## src/sv/inuse_bitmap_entry_scanner_unit_defines.svh

```systemverilog
// assertion macros used by the scanner top level
`ifndef INUSE_BITMAP_ENTRY_SCANNER_UNIT_DEFINES_SVH
`define INUSE_BITMAP_ENTRY_SCANNER_UNIT_DEFINES_SVH

`ifndef SYNTHESIS
// antecedent implies consequent in the same cycle
`define IBES_ASSERT_SAME(label, clk, rst, ante, cons) \
  label: assert property (@(posedge clk) disable iff (rst) (ante) |-> (cons)) \
    else $error("ibes check failed");
// antecedent implies consequent in the next cycle
`define IBES_ASSERT_NEXT(label, clk, rst, ante, cons) \
  label: assert property (@(posedge clk) disable iff (rst) (ante) |=> (cons)) \
    else $error("ibes check failed");
`else
`define IBES_ASSERT_SAME(label, clk, rst, ante, cons)
`define IBES_ASSERT_NEXT(label, clk, rst, ante, cons)
`endif

`endif

```

## src/sv/ibes_pkg.sv

```systemverilog
// constants and types of the in-use bitmap entry scanner
`default_nettype none

package ibes_pkg;

  // scan geometry and pass limits
  localparam int WORD_BITS       = 64;
  localparam int SCAN_BIT_LIMIT  = 512;
  localparam int SELECT_LIMIT    = 128;
  localparam int COMBINED_CAP    = 128;
  localparam int MAX_TABLE_WORDS = 1024;

  // table size never exceeds the cursor range
  localparam int EFF_MAX_WORDS = (MAX_TABLE_WORDS < 1024) ? MAX_TABLE_WORDS : 1024;

  // field widths
  localparam int FREE_W = 64;
  localparam int IDX_W  = 16;
  localparam int CUR_W  = 10;
  localparam int TW_W   = 11;
  localparam int POS_W  = $clog2(WORD_BITS);
  localparam int PB_W   = $clog2(SCAN_BIT_LIMIT + WORD_BITS);
  localparam int SEL_W  = $clog2(SELECT_LIMIT + WORD_BITS);

  // stream data widths
  localparam int IN_TDATA_W  = 64;
  localparam int OUT_TDATA_W = 32;

  // one result request
  typedef struct packed {
    logic [IDX_W-1:0] entry_index;
    logic             entry_valid;
    logic             last_of_item;
    logic             pass_end;
    logic [CUR_W-1:0] next_word;
  } result_t;

  // scan engine state
  typedef enum logic [1:0] {
    ST_IDLE = 2'b01,
    ST_SCAN = 2'b10
  } scan_state_t;

endpackage

`default_nettype wire

```

## src/sv/ibes_scan.sv

```systemverilog
// bit-serial scan engine with pass bit and selection counters
`default_nettype none

module ibes_scan
  import ibes_pkg::*;
(
  input  wire logic                 clk,
  input  wire logic                 rst,
  input  wire logic                 load,
  input  wire logic [WORD_BITS-1:0] load_inuse,
  input  wire logic [IDX_W-1:0]     load_base,
  input  wire logic [CUR_W-1:0]     load_next,
  input  wire logic                 take,
  output logic                      busy,
  output logic                      res_valid,
  output result_t                   res
);

  scan_state_t          state, state_next;
  logic [WORD_BITS-1:0] sr, sr_next;
  logic [POS_W-1:0]     pos, pos_next;
  logic [IDX_W-1:0]     base, base_next;
  logic [CUR_W-1:0]     next_word, next_word_next;
  logic [PB_W-1:0]      pb, pb_next;
  logic [SEL_W-1:0]     sel, sel_next;

  logic             sr_zero;
  logic             rest_zero;
  logic             is_last;
  logic [SEL_W-1:0] sel_after;
  logic [PB_W-1:0]  pb_sum;
  logic             closes;

  // look at the current bit and what is left above it
  assign sr_zero   = ~|sr;
  assign rest_zero = ~|sr[WORD_BITS-1:1];
  assign is_last   = sr_zero || rest_zero;
  assign sel_after = sr_zero ? sel : sel + SEL_W'(1);
  assign pb_sum    = pb + PB_W'(WORD_BITS);
  assign closes    = (pb_sum >= PB_W'(SCAN_BIT_LIMIT)) ||
                     (sel_after >= SEL_W'(SELECT_LIMIT));

  assign busy      = (state == ST_SCAN);
  assign res_valid = (state == ST_SCAN) && (sr_zero || sr[0]);

  // result of the current position, or the empty result
  always_comb begin
    res.entry_index  = sr_zero ? '0 : base + IDX_W'(pos);
    res.entry_valid  = !sr_zero && (32'(sel) < COMBINED_CAP);
    res.last_of_item = is_last;
    res.pass_end     = is_last && closes;
    res.next_word    = next_word;
  end

  // sequencer: one bit position per cycle, stalls while a result waits
  always_comb begin
    state_next     = state;
    sr_next        = sr;
    pos_next       = pos;
    base_next      = base;
    next_word_next = next_word;
    pb_next        = pb;
    sel_next       = sel;
    unique case (state)
      ST_IDLE: begin
        if (load) begin
          sr_next        = load_inuse;
          pos_next       = '0;
          base_next      = load_base;
          next_word_next = load_next;
          state_next     = ST_SCAN;
        end
      end
      ST_SCAN: begin
        if (!sr_zero && !sr[0]) begin
          sr_next  = sr >> 1;
          pos_next = pos + POS_W'(1);
        end else if (take) begin
          sr_next  = sr >> 1;
          pos_next = pos + POS_W'(1);
          sel_next = sel_after;
          if (is_last) begin
            state_next = ST_IDLE;
            if (closes) begin
              pb_next  = '0;
              sel_next = '0;
            end else begin
              pb_next = pb_sum;
            end
          end
        end
      end
      default: begin
        state_next = ST_IDLE;
      end
    endcase
  end

  // control and counters cleared by reset
  always_ff @(posedge clk) begin
    if (rst) begin
      state <= ST_IDLE;
      pb    <= '0;
      sel   <= '0;
    end else begin
      state <= state_next;
      pb    <= pb_next;
      sel   <= sel_next;
    end
  end

  // word payload
  always_ff @(posedge clk) begin
    sr        <= sr_next;
    pos       <= pos_next;
    base      <= base_next;
    next_word <= next_word_next;
  end

endmodule

`default_nettype wire

```

## src/sv/inuse_bitmap_entry_scanner_unit.sv

```systemverilog
// in-use bitmap entry scanner top level
// After a word is accepted, the first result passes the engine state register and the output
// register, leading free bits being skipped in turn. A new word is taken only once the bit-serial
// scan register in the engine is done with the last; top free bits end it early, stalls hold it.
// Reset: synchronous; cursor and pass counters go to zero, table size to one word.
// An accepted word needs no free output slot: results wait in a single output register.
`default_nettype none
`include "inuse_bitmap_entry_scanner_unit_defines.svh"

module inuse_bitmap_entry_scanner_unit
  import ibes_pkg::*;
(
  input  wire logic                   clk,
  input  wire logic                   rst,
  input  wire logic                   cfg_we,
  input  wire logic [TW_W-1:0]        cfg_wdata,     // table_words
  input  wire logic                   s_axis_tvalid,
  output logic                        s_axis_tready,
  input  wire logic [IN_TDATA_W-1:0]  s_axis_tdata,  // free_word
  input  wire logic                   s_axis_tuser,  // word_present
  output logic                        m_axis_tvalid,
  input  wire logic                   m_axis_tready,
  output logic [OUT_TDATA_W-1:0]      m_axis_tdata,  // entry_index, next_word, zero pad
  output logic [1:0]                  m_axis_tuser,  // entry_valid, pass_end
  output logic                        m_axis_tlast   // last_of_item
);

  logic [TW_W-1:0]  table_words;
  logic [CUR_W-1:0] cursor, cursor_next;
  logic             out_valid;
  result_t          out_res;

  logic                 accept;
  logic                 busy;
  logic                 res_valid;
  result_t              res;
  logic                 out_free;
  logic                 out_fire;
  logic [WORD_BITS-1:0] inuse;
  logic [TW_W-1:0]      lim;
  logic [IDX_W-1:0]     base;

  assign s_axis_tready = !busy;
  assign accept        = s_axis_tvalid && s_axis_tready;
  assign out_free      = !out_valid || m_axis_tready;

  // absent word counts as fully allocated
  assign inuse = s_axis_tuser ? ~s_axis_tdata[WORD_BITS-1:0] : '1;
  assign base  = IDX_W'(32'(cursor) * WORD_BITS);

  // effective table size and cursor wrap
  always_comb begin
    lim = table_words;
    if (table_words == '0) begin
      lim = TW_W'(1);
    end else if (32'(table_words) > EFF_MAX_WORDS) begin
      lim = TW_W'(EFF_MAX_WORDS);
    end
    if ({1'b0, cursor} >= lim - TW_W'(1)) begin
      cursor_next = '0;
    end else begin
      cursor_next = cursor + CUR_W'(1);
    end
  end

  // table size register and word cursor
  always_ff @(posedge clk) begin
    if (rst) begin
      table_words <= TW_W'(1);
      cursor      <= '0;
    end else begin
      if (cfg_we) begin
        table_words <= cfg_wdata;
      end
      if (accept) begin
        cursor <= cursor_next;
      end
    end
  end

  ibes_scan u_scan (
    .clk        (clk),
    .rst        (rst),
    .load       (accept),
    .load_inuse (inuse),
    .load_base  (base),
    .load_next  (cursor_next),
    .take       (out_free),
    .busy       (busy),
    .res_valid  (res_valid),
    .res        (res)
  );

  // output register
  always_ff @(posedge clk) begin
    if (rst) begin
      out_valid <= 1'b0;
    end else if (res_valid && out_free) begin
      out_valid <= 1'b1;
    end else if (m_axis_tready) begin
      out_valid <= 1'b0;
    end
  end

  always_ff @(posedge clk) begin
    if (res_valid && out_free) begin
      out_res <= res;
    end
  end

  assign m_axis_tvalid = out_valid;
  assign m_axis_tdata  = OUT_TDATA_W'({out_res.next_word, out_res.entry_index});
  assign m_axis_tuser  = {out_res.pass_end, out_res.entry_valid};
  assign m_axis_tlast  = out_res.last_of_item;
  assign out_fire      = m_axis_tvalid && m_axis_tready;

  // a word is scanned before the next one is taken
  `IBES_ASSERT_NEXT(a_one_word_at_a_time, clk, rst, accept, !s_axis_tready)
  // a non-final result leaves the engine still on its word
  `IBES_ASSERT_SAME(a_more_results_busy, clk, rst, out_fire && !m_axis_tlast, !s_axis_tready)
  // pass close is flagged only on the final result of a word
  `IBES_ASSERT_SAME(a_pass_end_on_last, clk, rst, m_axis_tvalid && m_axis_tuser[1], m_axis_tlast)
  // a waiting result stays offered until it is taken
  `IBES_ASSERT_NEXT(a_result_held, clk, rst, m_axis_tvalid && !m_axis_tready, m_axis_tvalid)

endmodule

`default_nettype wire
```

## config.mk

```make
export PLATFORM = sky130hd
export DESIGN_NAME = inuse_bitmap_entry_scanner_unit
export DESIGN_NICKNAME = d
export VERILOG_FILES = /design/src/sv/ibes_pkg.sv /design/src/sv/ibes_scan.sv /design/src/sv/inuse_bitmap_entry_scanner_unit.sv
export VERILOG_INCLUDE_DIRS = /design/src /design/src/sv
export SDC_FILE = /design/constraint.sdc
export NUM_CORES = 1
export LEC_CHECK = 0
export BUFFER_PORTS_ARGS = -buffer_cell sky130_fd_sc_hd__clkbuf_2
export CAP_MARGIN = 30
export CORE_MARGIN = 4
export CORE_UTILIZATION = 56
export DETAILED_ROUTE_END_ITERATION = 16
export HOLD_SLACK_MARGIN = 0.12
export PLACE_DENSITY = 0.84
export SLEW_MARGIN = 30
export SYNTH_ARGS = -nofsm -noshare
export SYNTH_HDL_FRONTEND = slang
export SYNTH_SLANG_ARGS = --single-unit
```

## constraint.sdc

```tcl
create_clock -name clk -period 8.1 [get_ports clk]
set_input_delay 1.215 -clock clk [delete_from_list [all_inputs] [get_ports clk]]
set_output_delay 1.215 -clock clk [all_outputs]
set_load 0.005 [all_outputs]
```

==> run summary <==
status -> finished, final reports clean
fin. max-slew vios -> 0
crit start category -> flip-flop
Critical Path Source -> table_words[3]
critical setup path kind -> reg2reg
Final Hold Viols -> 0
fin util -> 68.3%
Max FO, Critical Path -> 14
worst hold path type -> reg2reg
clk sinks -> 155
Iteration-0 DRC Markers -> 551
routed wire length -> 14900 um
worst reg2reg path depth -> 13
Mapped Cells -> 540
gpl congestion -> 0.856
final antenna-violating net count -> 0
I/O Pins -> 118
layout net count -> 746
vias in the first global route -> 4798
max_cap viols -> 0
largest net degree at the start of global routing -> 73
post-DR wirelength/cell -> 18.0 um
Die H -> 119 um
die width -> 119 um
min Tclk post-route -> 3.95 ns
hpwl dp -> 10200 um
Mapped Area -> 0.00692 sq mm
first-pass GRT wire length -> 24600 um
Place WS -> 4.14 ns
cts-stage hold buffer count -> 0
main flop type after synthesis -> edfxtp_1
Tot Pwr -> 2.20 mW
row cnt -> 40
placed cell area -> 0.00763 sq mm
Yosys top cell by area -> edfxtp_1
number of flops mapped to enable cells by yosys -> 119
n_diodes -> 0
flops & latches, synth -> 155
r2r startpoint -> table_words[3]
DRC Markers -> 0
Max IR drop VDD -> 0.180 mV
Port Buffers -> 111
FF/Latch Area -> 0.00429 sq mm
DRT Pass-1 Iters -> 5
H-tree levels -> 4
Mean Syn Cell Area -> 12.8 sq um
period utilization -> 48.8%
Worst Path Arrival -> 4.30 ns
Setup Skew -> 0.00719 ns
PwrDens -> 268 mW/mm^2
fill cell count -> 864
vias per inst -> 5.75
Critical Path End Type -> flip-flop
Initial Util -> 57.4%
gr usage total -> 21.9%
Leak -> 3.13 nW
Worst Slack Setup Final -> 4.15 ns
Max Root-Sink Buffers -> 2
area of the multi-input gates -> 0.00250 sq mm
commonest non-fill, non-tap cell in the layout -> edfxtp_1
Synth-to-Final Area Change -> 19.0%
initial antenna violation count -> 0
CTS Buf Count -> 17
commonest cells after routing, fill and taps aside -> edfxtp_1, clkbuf_2, a2bb2oi_1
synth unique cells -> 51
via count -> 4765
Worst-Margin Slew -> 0.876 ns
CP required -> 8.44 ns
synth top area cells -> edfxtp_1, dfxtp_1, a2bb2oi_1
fmax -> 253 MHz
register area share after synthesis -> 62.0%
source of the worst hold timing path -> u_scan.next_word[6]
die footprint -> 0.0142 sq mm
Post-CTS Setup Inserts -> 0
RSZ-0062 raised after global routing -> no
slew margin rel. -> 41.6%
top-area cell type share of the netlist area -> 51.6%
TNS Setup -> 0 ns
clock slew at reported path FFs -> 0.06 ns
core footprint -> 0.0121 sq mm
final setup fails -> 0
number of gates resized after cts -> 0
Finished Cell Area -> 0.00824 sq mm
Warnings, synthesis -> 0
clock latency on the worst-skew pair -> 0.42 ns
GRT overflow -> 0
asr flop ratio synth -> 0%
CTS tree -> built
WHS Path Cells -> 0
Root Driver -> clkbuf_16
layout cells sized above 1 -> 23.9%
-- state kept, by name, indices dropped and copies added (netlist names), 2 cells and up --
register / flops
u_scan.base: 10
cursor: 10
u_scan.pos: 6
u_scan.state: 2
m_axis_tuser: 2
u_scan.sel: 8
table_words: 11
u_scan.sr: 64
u_scan.next_word: 10
u_scan.pb: 4
m_axis_tdata: 26
-- cells in the mapped netlist, types with 2 or more instances --
| cell | instances |
|---|---|
| xor2_1 | 13 |
| nand3_1 | 17 |
| xnor2_1 | 12 |
| or4_1 | 3 |
| nor2b_1 | 20 |
| nand4b_1 | 2 |
| and2b_1 | 4 |
| nand3b_1 | 4 |
| a211oi_1 | 2 |
| buf_4 | 7 |
| and3_1 | 8 |
| o31ai_1 | 3 |
| clkbuf_1 | 22 |
| nor4_1 | 18 |
| a31oi_1 | 7 |
| mux2i_1 | 13 |
| nand2b_1 | 5 |
| nor3b_1 | 2 |
| or3_1 | 3 |
| ha_1 | 17 |
| o21a_1 | 3 |
| nand4_1 | 7 |
| inv_1 | 6 |
| edfxtp_1 | 119 |
| dfxtp_1 | 36 |
| and2_1 | 6 |
| nor2_1 | 53 |
| nor3_1 | 4 |
| o21ai_0 | 8 |
| nor4_4 | 3 |
| a2bb2oi_1 | 62 |
| a21oi_1 | 12 |
| buf_1 | 2 |
| nand2_1 | 20 |
-- through the flow --
| step | std cells | hold WS (ns) |
|---|---|---|
| 2_1_floorplan | 545 | 0.400 |
| 6_report | 829 | 0.417 |
| 4_1_cts | 829 | 0.419 |
| 3_3_place_gp | 796 | 0.406 |
| 3_5_place_dp | 797 | 0.405 |
| 5_1_grt | 829 | 0.425 |
-- critical path: stages, from the launching register on --
cell,delay [ns]
dfxtp_1,0.39
nor3_1,0.39
nand3_1,0.16
nor2_1,0.13
o21bai_1,0.09
ha_1,0.29
nand2b_1,0.22
a32oi_1,0.24
ha_1,0.27
a21o_1,0.16
a2111o_1,0.46
o31a_4,0.38
or4_1,0.53
a31oi_1,0.17
-- kinds of logic after synthesis --
| group | after synthesis | share of synthesized area (%) |
|---|---|---|
| XOR/XNOR | 25 | 3.16 |
| multiplexers | 13 | 1.88 |
| AO/OA/AOI/OAI | 109 | 12.7 |
| other | 1 | 0.0542 |
| buffers and inverters | 39 | 2.51 |
| AND/OR/NAND/NOR | 181 | 14.6 |
| adder cells (fa/ha/maj) | 17 | 3.07 |
| flip-flops | 155 | 62.0 |
-- final timing paths --
check	end	slack, ns
setup / recovery	cursor[4]	4.15
hold / removal	m_axis_tdata[22]	0.42
hold reg to reg	m_axis_tdata[22]	0.42
setup reg to reg	cursor[4]	4.15
-- where the power goes --
| group | total (mW) | switching, mW | internal, mW |
|---|---|---|---|
| clock network | 0.809 | 0.314 | 0.495 |
| registers | 1.11 | 0.0722 | 1.04 |
| logic | 0.288 | 0.168 | 0.121 |
-- per-layer routing --
layer,share of wire (%),track usage (%)
met5,0,0
met4,2.8,9.85
met3,5.9,4.89
met2,49,34.9
met1,42,28.8
-- layout make-up --
| type | instances | area share (%) |
|---|---|---|
| clock inverter | 13 | 2.02 |
| timing repair buffer | 116 | 7.25 |
| sequential | 155 | 52.1 |
| multi-input combinational | 351 | 30.4 |
| clock buffer | 19 | 5.38 |
| tap | 168 | 2.55 |
| inverter | 7 | 0.319 |
Note: power is estimated with default switching activity, not from simulation.
